`config.mk`:
```
export PLATFORM = sky130hd
export DESIGN_NAME = symbol_frequency_table_sorted
export DESIGN_NICKNAME = d
export VERILOG_FILES = /design/src/rtl/sfts_pkg.sv /design/src/rtl/symbol_frequency_table_sorted.sv
export SDC_FILE = /design/constraint.sdc
export NUM_CORES = 2
export LEC_CHECK = 0
export BUFFER_PORTS_ARGS = -buffer_cell sky130_fd_sc_hd__buf_2
export CORE_MARGIN = 5
export CORE_UTILIZATION = 45
export DETAILED_ROUTE_END_ITERATION = 6
export PLACE_DENSITY = 0.59
export SETUP_SLACK_MARGIN = 0.05
export SKIP_CTS_REPAIR_TIMING = 1
export SLEW_MARGIN = 40
export SYNTH_ARGS = -nofsm -noshare
export SYNTH_HDL_FRONTEND = slang
export SYNTH_SLANG_ARGS = --single-unit
```
`constraint.sdc`:
```
create_clock -name aclk -period 11.6 [get_ports aclk]
set_input_delay 2.32 -clock aclk [delete_from_list [all_inputs] [get_ports aclk]]
set_output_delay 2.32 -clock aclk [all_outputs]
set_load 0.02 [all_outputs]
```
`src/rtl/sfts_pkg.sv`:
```
`timescale 1ns / 1ps
// Package for the symbol frequency table with sorted emit.
// It holds the transaction payload types, the result status codes and the controller states.
// It has no dependencies.
package sfts_pkg;

    typedef enum logic {
        CMD_COUNT  = 1'b0,
        CMD_FINISH = 1'b1
    } cmd_t;

    typedef enum logic [1:0] {
        STATUS_ENTRY    = 2'd0,
        STATUS_OVERFLOW = 2'd1,
        STATUS_EMPTY    = 2'd2
    } status_t;

    typedef struct packed {
        cmd_t        command;
        logic [31:0] symbol;
    } in_item_t;

    typedef struct packed {
        status_t     status;
        logic [31:0] entry_symbol;
        logic [31:0] entry_count;
        logic        last;
    } out_item_t;

    typedef enum logic [2:0] {
        ST_IDLE,
        ST_SEARCH,
        ST_SCAN,
        ST_EMIT,
        ST_FINAL
    } state_t;

    localparam logic [31:0] COUNT_MAX = 32'hFFFF_FFFF;

endpackage

```
`src/rtl/symbol_frequency_table_sorted.sv`:
```
`timescale 1ns / 1ps
// Symbol frequency table: symbol and count memories, a linear search and a sorted emit.
// It depends on sfts_pkg. Count: one entry read per cycle; a search ends on a hit or after all
// held entries, and the block returns to idle before the next accept.
// Finish: each result follows a full scan of the held entries and an emit step, stalled by the output.
// Overflow and empty finish give their one result through the final state, also stalled by the output.
// Reset (synchronous, active low) clears control state and entry count; memories are not cleared.
module symbol_frequency_table_sorted #(
    parameter int TABLE_DEPTH = 64
) (
    input  logic               aclk,
    input  logic               aresetn,
    input  logic               s_valid,
    output logic               s_ready,
    input  sfts_pkg::in_item_t  s_data,
    output logic               m_valid,
    input  logic               m_ready,
    output sfts_pkg::out_item_t m_data
);

    localparam int IDX_W = (TABLE_DEPTH > 1) ? $clog2(TABLE_DEPTH) : 1;
    localparam int CNT_W = $clog2(TABLE_DEPTH + 1);
    localparam logic [CNT_W-1:0] DEPTH_C = CNT_W'(TABLE_DEPTH);
    localparam logic [CNT_W-1:0] ONE_C   = CNT_W'(1);

    logic [31:0] sym_mem [TABLE_DEPTH];
    logic [31:0] cnt_mem [TABLE_DEPTH];

    sfts_pkg::state_t state_reg, state_next;

    logic [CNT_W-1:0] used_reg, used_next;
    logic             ovf_reg, ovf_next;
    logic [31:0]      sym_reg, sym_next;
    logic [CNT_W-1:0] iss_reg, iss_next;
    logic             pend_reg, pend_next;
    logic [IDX_W-1:0] pend_idx_reg, pend_idx_next;
    logic [31:0]      rd_sym_reg, rd_cnt_reg;

    logic             have_prev_reg, have_prev_next;
    logic [31:0]      prev_cnt_reg, prev_cnt_next;
    logic [IDX_W-1:0] prev_idx_reg, prev_idx_next;
    logic             best_found_reg, best_found_next;
    logic [31:0]      best_cnt_reg, best_cnt_next;
    logic [31:0]      best_sym_reg, best_sym_next;
    logic [IDX_W-1:0] best_idx_reg, best_idx_next;
    logic [CNT_W-1:0] emit_cnt_reg, emit_cnt_next;

    logic                m_valid_reg, m_valid_next;
    sfts_pkg::out_item_t m_data_reg, m_data_next;

    logic             s_fire;
    logic             out_free;
    logic             done_scan;
    logic             issue;
    logic             hit;
    logic             eligible;
    logic             emit_last;
    logic [IDX_W-1:0] rd_addr;
    logic             sym_we, cnt_we;
    logic [IDX_W-1:0] wr_addr;
    logic [31:0]      wr_sym, wr_cnt;

    assign s_ready   = (state_reg == sfts_pkg::ST_IDLE);
    assign s_fire    = s_valid && s_ready;
    assign out_free  = !m_valid_reg || m_ready;
    assign done_scan = !pend_reg && (iss_reg == used_reg);
    assign issue     = (iss_reg < used_reg);
    assign rd_addr   = iss_reg[IDX_W-1:0];
    assign hit       = pend_reg && (rd_sym_reg == sym_reg);
    assign eligible  = !have_prev_reg || (rd_cnt_reg < prev_cnt_reg)
                       || ((rd_cnt_reg == prev_cnt_reg) && (pend_idx_reg > prev_idx_reg));
    assign emit_last = ((emit_cnt_reg + ONE_C) == used_reg);
    assign m_valid   = m_valid_reg;
    assign m_data    = m_data_reg;

    // next state
    always_comb begin
        state_next = state_reg;
        unique case (state_reg)
            sfts_pkg::ST_IDLE: begin
                if (s_fire) begin
                    if (s_data.command == sfts_pkg::CMD_COUNT) begin
                        if (!ovf_reg) begin
                            state_next = sfts_pkg::ST_SEARCH;
                        end
                    end else if (ovf_reg || (used_reg == '0)) begin
                        state_next = sfts_pkg::ST_FINAL;
                    end else begin
                        state_next = sfts_pkg::ST_SCAN;
                    end
                end
            end
            sfts_pkg::ST_SEARCH: begin
                if (hit || done_scan) begin
                    state_next = sfts_pkg::ST_IDLE;
                end
            end
            sfts_pkg::ST_SCAN: begin
                if (done_scan) begin
                    state_next = sfts_pkg::ST_EMIT;
                end
            end
            sfts_pkg::ST_EMIT: begin
                if (out_free) begin
                    state_next = emit_last ? sfts_pkg::ST_IDLE : sfts_pkg::ST_SCAN;
                end
            end
            sfts_pkg::ST_FINAL: begin
                if (out_free) begin
                    state_next = sfts_pkg::ST_IDLE;
                end
            end
            default: state_next = sfts_pkg::ST_IDLE;
        endcase
    end

    // datapath and outputs
    always_comb begin
        used_next       = used_reg;
        ovf_next        = ovf_reg;
        sym_next        = sym_reg;
        iss_next        = iss_reg;
        pend_next       = 1'b0;
        pend_idx_next   = rd_addr;
        have_prev_next  = have_prev_reg;
        prev_cnt_next   = prev_cnt_reg;
        prev_idx_next   = prev_idx_reg;
        best_found_next = best_found_reg;
        best_cnt_next   = best_cnt_reg;
        best_sym_next   = best_sym_reg;
        best_idx_next   = best_idx_reg;
        emit_cnt_next   = emit_cnt_reg;
        m_valid_next    = m_valid_reg && !m_ready;
        m_data_next     = m_data_reg;
        sym_we          = 1'b0;
        cnt_we          = 1'b0;
        wr_addr         = pend_idx_reg;
        wr_sym          = sym_reg;
        wr_cnt          = 32'd1;

        unique case (state_reg)
            sfts_pkg::ST_IDLE: begin
                sym_next        = s_data.symbol;
                iss_next        = '0;
                have_prev_next  = 1'b0;
                best_found_next = 1'b0;
                emit_cnt_next   = '0;
            end
            sfts_pkg::ST_SEARCH: begin
                if (hit) begin
                    cnt_we = 1'b1;
                    wr_cnt = (rd_cnt_reg == sfts_pkg::COUNT_MAX) ? rd_cnt_reg
                                                                 : rd_cnt_reg + 32'd1;
                end else if (done_scan) begin
                    if (used_reg == DEPTH_C) begin
                        ovf_next = 1'b1;
                    end else begin
                        sym_we    = 1'b1;
                        cnt_we    = 1'b1;
                        wr_addr   = used_reg[IDX_W-1:0];
                        used_next = used_reg + ONE_C;
                    end
                end else if (issue) begin
                    pend_next = 1'b1;
                    iss_next  = iss_reg + ONE_C;
                end
            end
            sfts_pkg::ST_SCAN: begin
                if (pend_reg && eligible && (!best_found_reg || (rd_cnt_reg > best_cnt_reg))) begin
                    best_found_next = 1'b1;
                    best_cnt_next   = rd_cnt_reg;
                    best_sym_next   = rd_sym_reg;
                    best_idx_next   = pend_idx_reg;
                end
                if (issue) begin
                    pend_next = 1'b1;
                    iss_next  = iss_reg + ONE_C;
                end
            end
            sfts_pkg::ST_EMIT: begin
                if (out_free) begin
                    m_valid_next             = 1'b1;
                    m_data_next.status       = sfts_pkg::STATUS_ENTRY;
                    m_data_next.entry_symbol = best_sym_reg;
                    m_data_next.entry_count  = best_cnt_reg;
                    m_data_next.last         = emit_last;
                    have_prev_next           = 1'b1;
                    prev_cnt_next            = best_cnt_reg;
                    prev_idx_next            = best_idx_reg;
                    best_found_next          = 1'b0;
                    iss_next                 = '0;
                    emit_cnt_next            = emit_cnt_reg + ONE_C;
                    if (emit_last) begin
                        used_next = '0;
                        ovf_next  = 1'b0;
                    end
                end
            end
            sfts_pkg::ST_FINAL: begin
                if (out_free) begin
                    m_valid_next             = 1'b1;
                    m_data_next.status       = ovf_reg ? sfts_pkg::STATUS_OVERFLOW
                                                       : sfts_pkg::STATUS_EMPTY;
                    m_data_next.entry_symbol = '0;
                    m_data_next.entry_count  = '0;
                    m_data_next.last         = 1'b1;
                    used_next                = '0;
                    ovf_next                 = 1'b0;
                end
            end
            default: ;
        endcase
    end

    // table memories, one synchronous read port each on a shared address
    always_ff @(posedge aclk) begin
        if (sym_we) begin
            sym_mem[wr_addr] <= wr_sym;
        end
        if (cnt_we) begin
            cnt_mem[wr_addr] <= wr_cnt;
        end
        rd_sym_reg <= sym_mem[rd_addr];
        rd_cnt_reg <= cnt_mem[rd_addr];
    end

    always_ff @(posedge aclk) begin
        if (!aresetn) begin
            state_reg      <= sfts_pkg::ST_IDLE;
            used_reg       <= '0;
            ovf_reg        <= 1'b0;
            iss_reg        <= '0;
            pend_reg       <= 1'b0;
            have_prev_reg  <= 1'b0;
            best_found_reg <= 1'b0;
            emit_cnt_reg   <= '0;
            m_valid_reg    <= 1'b0;
        end else begin
            state_reg      <= state_next;
            used_reg       <= used_next;
            ovf_reg        <= ovf_next;
            iss_reg        <= iss_next;
            pend_reg       <= pend_next;
            have_prev_reg  <= have_prev_next;
            best_found_reg <= best_found_next;
            emit_cnt_reg   <= emit_cnt_next;
            m_valid_reg    <= m_valid_next;
        end
    end

    always_ff @(posedge aclk) begin
        sym_reg      <= sym_next;
        pend_idx_reg <= pend_idx_next;
        prev_cnt_reg <= prev_cnt_next;
        prev_idx_reg <= prev_idx_next;
        best_cnt_reg <= best_cnt_next;
        best_sym_reg <= best_sym_next;
        best_idx_reg <= best_idx_next;
        m_data_reg   <= m_data_next;
    end

    a_used_bound: assert property (@(posedge aclk) disable iff (!aresetn)
        used_reg <= DEPTH_C)
        else $error("entry count beyond table depth");

    a_ovf_full: assert property (@(posedge aclk) disable iff (!aresetn)
        ovf_reg |-> (used_reg == DEPTH_C))
        else $error("overflow flagged with free entries");

    a_emit_winner: assert property (@(posedge aclk) disable iff (!aresetn)
        (state_reg == sfts_pkg::ST_EMIT) |-> best_found_reg)
        else $error("emit without a scan winner");

    a_idle_quiet: assert property (@(posedge aclk) disable iff (!aresetn)
        (state_reg == sfts_pkg::ST_IDLE) |-> !pend_reg)
        else $error("read outstanding while idle");

    a_status_last: assert property (@(posedge aclk) disable iff (!aresetn)
        (m_valid_reg && (m_data_reg.status != sfts_pkg::STATUS_ENTRY)) |-> m_data_reg.last)
        else $error("status transaction not marked last");

    a_emit_done: assert property (@(posedge aclk) disable iff (!aresetn)
        ((state_reg == sfts_pkg::ST_EMIT) && out_free && emit_last)
        |=> (used_reg == '0) && (state_reg == sfts_pkg::ST_IDLE))
        else $error("table not cleared after final entry");

endmodule

```
# Yosys cells after proc, flatten, opt, wreduce, memory -nomap -nowiden
# Memory sizes are Yosys's and may differ from the RTL's. A register that Yosys moved wholly into a read port is not among the register bits.
# Index checks and enable logic that the tools add are counted.
# Widths: inputs -> output; s select.
[op_classes] add_sub_neg=4 magnitude_cmp=4 n_eq_ne=23 mux=61 reduce_logical=35
[op_table] operator="$mux 67" count=2
[op_table] operator="$pmux 67 s2" count=1
[op_table] operator="$mux 32" count=3
[op_table] operator="$mux 7" count=10
[op_table] operator="$eq 32x32->1" count=2
[op_table] operator="$add 32x1->32 const B" count=1
[op_table] operator="$eq 32x32->1 const B" count=1
[op_table] operator="$gt 32x32->1" count=1
[op_table] operator="$lt 32x32->1" count=1
[op_table] operator="$pmux 7 s4" count=1
[op_table] operator="$mux 3" count=8
[op_table] operator="$mux 6" count=4
[op_table] operator="$mux 1" count=23
[op_table] operator="$ne 2x2->1 const B" count=11
[op_table] operator="$add 7x1->7 const B" count=3
[op_table] operator="$pmux 7 s3" count=1
[op_table] operator="$pmux 3 s5" count=1
[op_table] operator="$eq 7x7->1" count=2
[op_table] operator="$pmux 7 s2" count=1
[op_table] operator="$reduce_and 7->1" count=2
[op_table] operator="$eq 7x7->1 const B" count=1
[op_table] operator="$logic_and 1x1->1" count=7
[op_table] operator="$logic_not 7->1" count=1
[op_table] operator="$lt 7x7->1" count=1
[op_table] operator="other kinds (20)" count=38
[totals] regBits=242 ram_bits=4096 output_inout_bits=69 wordCells=149 n_memories=2
[mem_list] memory="cnt_mem" words=64 width=32 rd=1 rd_clocked_by_memory_dff=1 write_ports=1 line_no="symbol_frequency_table_sorted.sv:27" rtl="logic [31:0] cnt_mem [TABLE_DEPTH];"
[mem_list] memory="sym_mem" words=64 width=32 rd=1 rd_clocked_by_memory_dff=1 write_ports=1 line_no="symbol_frequency_table_sorted.sv:26" rtl="logic [31:0] sym_mem [TABLE_DEPTH];"

# Depth between registers and ports, before layout
[depth] word_depth=7 ltp_mapped=14

# Worst setup path before layout
# Ideal clock, no wire load.
[synth_path] kind="reg2reg" start="reg sym_reg[21]" end="mem cnt_mem[0][26] (data pin)" arrival_time_ns=4.297 required_ns=11.052 path_slack_ns=6.756 stages_incl_launch_ff=9 cell_sequence="edfxtp_1 -> nand2b_1 -> nand4_1 -> a2111oi_0 -> nand4_1 -> or2_1 -> clkbuf_1 -> clkbuf_1 -> a21oi_1"
[synth_between] elab_chain_len=4
[synth_lines] item="from (decl)" line_no="symbol_frequency_table_sorted.sv:33" rtl="logic [31:0] sym_reg, sym_next;"
[synth_lines] item="from (signal assigned)" line_no="symbol_frequency_table_sorted.sv:252" rtl="sym_reg <= sym_next;"
[synth_lines] item="$eq 32x32->1" line_no="symbol_frequency_table_sorted.sv:69" rtl="assign hit = pend_reg && (rd_sym_reg == sym_reg);"
[synth_lines] item="$logic_and 1x1->1" line_no="symbol_frequency_table_sorted.sv:69"
[synth_lines] item="$mux 32" line_no="symbol_frequency_table_sorted.sv:150" rtl="if (hit) begin"
[synth_lines] item="$mux 32" line_no="symbol_frequency_table_sorted.sv:141" rtl="unique case (state_reg)"
[synth_lines] item="named net wr_cnt[26]" line_no="symbol_frequency_table_sorted.sv:61" rtl="logic [31:0] wr_sym, wr_cnt;"
[synth_lines] item="to (decl)" line_no="symbol_frequency_table_sorted.sv:27"
# The timed path passes the listed nets, and every way through them passes these cells.

# Worst setup path in the final report
[layout_path] start="reg sym_reg[1]" end="mem cnt_mem[10][18] (enable)"
[layout_between] elab_chain_len=6
[layout_lines] item="$eq 32x32->1 *" line_no="symbol_frequency_table_sorted.sv:69"
[layout_lines] item="$logic_and 1x1->1 *" line_no="symbol_frequency_table_sorted.sv:69"
[layout_lines] item="$mux 1" line_no="symbol_frequency_table_sorted.sv:150"
[layout_lines] item="$mux 1" line_no="symbol_frequency_table_sorted.sv:141"
[layout_lines] item="$mux 1" line_no="symbol_frequency_table_sorted.sv:220" rtl="if (cnt_we) begin"
[layout_lines] item="$mux 1 (implied by the code)" line_no="symbol_frequency_table_sorted.sv:221" rtl="cnt_mem[wr_addr] <= wr_cnt;"
# Mark *: on every way between the ends. The rest lies on a longest branch, timed or not.

==> insert_results.sql <==
INSERT INTO impl_metrics (metric_group, metric, value, unit) VALUES
('outcome', 'outcome', 'complete, no violations', ''),
('synthesis', 'synth.net_count', '7096', ''),
('flow_run', 'drv.max_cap_violation_count', '0', ''),
('global_routing', 'gr-max-usage-layer', 'met2', ''),
('critical_path', 'critical-path-top-delay-family', 'simple AND/OR/NAND/NOR gates', ''),
('timing', 'setup_viol_count_final', '0', ''),
('timing', 'relSlewSlack', '35.1', '%'),
('synthesis', 'synthMostInstantiatedCell', 'sky130_fd_sc_hd__edfxtp_1', ''),
('synthesis', 'yosys.area.top_type_share', '76.8', '%'),
('timing', 'worst_slack', '5.80', 'ns'),
('synthesis', 'yosys_register_bits', '4402', ''),
('timing', 'unrepaired_setup_endpoints_after_global_routing', 'no', ''),
('placed_design', 'dp_worst_setup_slack', '5.93', 'ns'),
('detailed_routing', 'detail_route.wl_per_cell', '36.0', 'microns'),
('synthesis', 'synth_cells', '6977', ''),
('detailed_routing', 'vias', '79200', ''),
('critical_path', 'r2r-start', 'sym_reg[1]', ''),
('placed_design', 'hpwlAfterDp', '257000', 'microns'),
('hold_path', 'timing.hold.worst.start', 'best_idx_reg[4]', ''),
('timing', 'finalSetupTns', '0', 'ns'),
('clock_network', 'numCtsBuffers', '427', ''),
('placed_design', 'post_placement_cell_area', '0.178', 'sq mm'),
('global_routing', 'met1_usage', '32.7', '%'),
('pwr', 'ir_worst_vdd', '183', 'uV'),
('pwr', 'p_leak', '62.4', 'nW'),
('clock_network', 'cts_tree', 'done', ''),
('critical_path', 'worst-endpoint-required', '12.21', 'ns'),
('timing', 'finalHoldViolCount', '0', ''),
('die', 'floorplan.die.width', '621', 'microns'),
('placed_design', 'io_buffer_count', '105', ''),
('placed_design', 'finalWeightedCongestion', '0.817', ''),
('critical_path', 'timing.critical_path.buf_inv', '2', ''),
('clock_network', 'total_number_of_clock_tree_sinks', '4402', ''),
('global_routing', 'initial_antenna_violation_count', '24', ''),
('critical_path', 'critical_path_cell_count', '9', ''),
('clock_network', 'clk-insertion-delay-late', '0.97', 'ns'),
('detailed_routing', 'drt_first_iter_violations', '10500', ''),
('finish', 'sequential_area', '0.131', 'sq mm'),
('clock_network', 'clk_path_buf_depth', '4', ''),
('synthesis', 'mappedNetlistArea', '0.168', 'sq mm'),
('critical_path', 'reg2reg_depth', '9', ''),
('global_routing', 'globalRouteMet3Util', '3.80', '%'),
('clock_network', 'clk_pin_slew_worst_paths', '0.06', 'ns'),
('finish', 'multi_input_area', '0.0365', 'sq mm'),
('timing', 'max_freq', '172', 'MHz'),
('critical_path', 'critPathKind', 'register to register', ''),
('timing', 'finalWorstPathRequiredPeriod', '5.80', 'ns'),
('critical_path', 'crit_slowest_cell', 'sky130_fd_sc_hd__o32ai_4', ''),
('timing', 'fin_worst_skew', '0.0457', 'ns'),
('hold_path', 'hp-class', 'register to register', ''),
('global_routing', 'grt.met2_usage', '39.2', '%'),
('die', 'chipHeight', '621', 'microns'),
('synthesis', 'yosysSeqAreaShare', '78.0', '%'),
('timing', 'hold_ws', '0.420', 'ns'),
('critical_path', 'cp_max_fo', '65', ''),
('synthesis', 'async_flop_share', '0', '%'),
('critical_path', 'r2r_end', 'cnt_mem[10][18]', ''),
('finish', 'fillers', '28600', ''),
('clock_network', 'clock_tree.root_cell', 'sky130_fd_sc_hd__clkbuf_16', ''),
('die', 'floorplan.initialDensity', '45.2', '%'),
('timing', 'final_max_slew_viol_count', '0', ''),
('finish', 'finalInstanceArea', '0.193', 'sq mm'),
('global_routing', 'globalRouteTotalUtil', '23.8', '%'),
('global_routing', 'largest_net_degree_at_the_start_of_global_routing', '135', ''),
('critical_path', 'cell_chain_critical_path', 'buf_4 -> xnor2_1 -> nand4_1 -> nor4_1 -> nand4_1 -> o32ai_4 -> nand2_1 -> nor2_4 -> buf_4', ''),
('die', 'dieArea', '0.386', 'sq mm'),
('detailed_routing', 'viasPerCell', '6.15', ''),
('hold_path', 'min_to', 'prev_idx_reg[4]', ''),
('hold_path', 'min_delay_path_depth', '0', ''),
('critical_path', 'critical_path.startpoint_type', 'register', ''),
('critical_path', 'slowest_delay', '0.92', 'ns');
layout make-up:
class                      instances  area share, %
sequential                      4402           68.1
multi-input combinational       2145           18.9
clock buffer                     545           5.98
clock inverter                   245           1.24
timing repair buffer             450           2.30
inverter                          94          0.186
antenna                           32         0.0415
tap                             4972           3.23
layout by cell type, fill, tap and decap left out, drive strengths merged, types with 10 or more instances in the layout:
cell type	Yosys	routed
a21o	18	18
a21oi	42	42
buf	134	450
bufinv	0	43
clkbuf	202	545
clkinv	1	163
clkinvlp	0	25
dfxtp	99	99
diode	0	32
edfxtp	4303	4303
ha	82	82
inv	93	108
mux4	1344	1344
nand2	57	57
nand2b	13	13
nand3	34	34
nand4	34	34
nor2	237	237
nor2b	39	39
nor3	16	16
nor4	10	10
o21ai	34	34
o31ai	12	12
or3	14	14
xnor2	39	39
xor2	23	23
kinds of logic (layout without fill, tap and decap cells):
logic type | after synthesis | in the layout | synth area share, %
flip-flops | 4402 | 4402 | 78.0
multiplexers | 1347 | 1347 | 18.0
AND/OR/NAND/NOR | 501 | 501 | 1.42
buffers and inverters | 430 | 1334 | 1.05
AO/OA/AOI/OAI | 153 | 153 | 0.585
adder cells (fa/ha/maj) | 82 | 82 | 0.610
XOR/XNOR | 62 | 62 | 0.323
other | 0 | 32 | 0
worst reg2reg max path, stage by stage (launching register included):
cell and delay (ns):
sky130_fd_sc_hd__edfxtp_1 0.37, sky130_fd_sc_hd__buf_4 0.32, sky130_fd_sc_hd__xnor2_1 0.50, sky130_fd_sc_hd__nand4_1 0.38
sky130_fd_sc_hd__nor4_1 0.50, sky130_fd_sc_hd__nand4_1 0.69, sky130_fd_sc_hd__o32ai_4 0.93, sky130_fd_sc_hd__nand2_1 0.66
sky130_fd_sc_hd__nor2_4 0.67, sky130_fd_sc_hd__buf_4 0.43
stage by stage:
step / instances / utilization, % / total power [mW]
6_report: 12900 / 51.8 / 39.3
3_5_place_dp: 12100 / 47.9 / 25.8
2_1_floorplan: 6977 / - / 23.4
5_1_grt: 12900 / 51.8 / 40.6
4_1_cts: 12800 / 51.7 / 39.6
3_3_place_gp: 12000 / 47.5 / 25.6
per-layer routing:
metal / wire [microns] / part of all wire, %
met4: 16300 / 3.5
met2: 232000 / 50
met5: 60 / 0.013
met1: 181000 / 39
met3: 35700 / 7.7
worst max path at each step:
stage	endpoint	startpoint	slack [ns]
CTS	cnt_mem[62][10]	sym_reg[20]	5.89
floorplan	cnt_mem[0][26]	sym_reg[21]	6.76
global route	cnt_mem[62][25]	sym_reg[20]	5.74
detailed placement	cnt_mem[10][5]	sym_reg[20]	5.93
global placement	rd_sym_reg[14]	iss_reg[0]	5.38
finish	cnt_mem[10][18]	sym_reg[1]	5.80
report_power, final:
part / switching (mW) / total, mW / internal (mW)
clock network: 5.92 / 13.9 / 7.97
logic: 3.85 / 6.18 / 2.33
registers: 0.359 / 19.2 / 18.9
No activity file was read; power rests on OpenSTA's default activity.
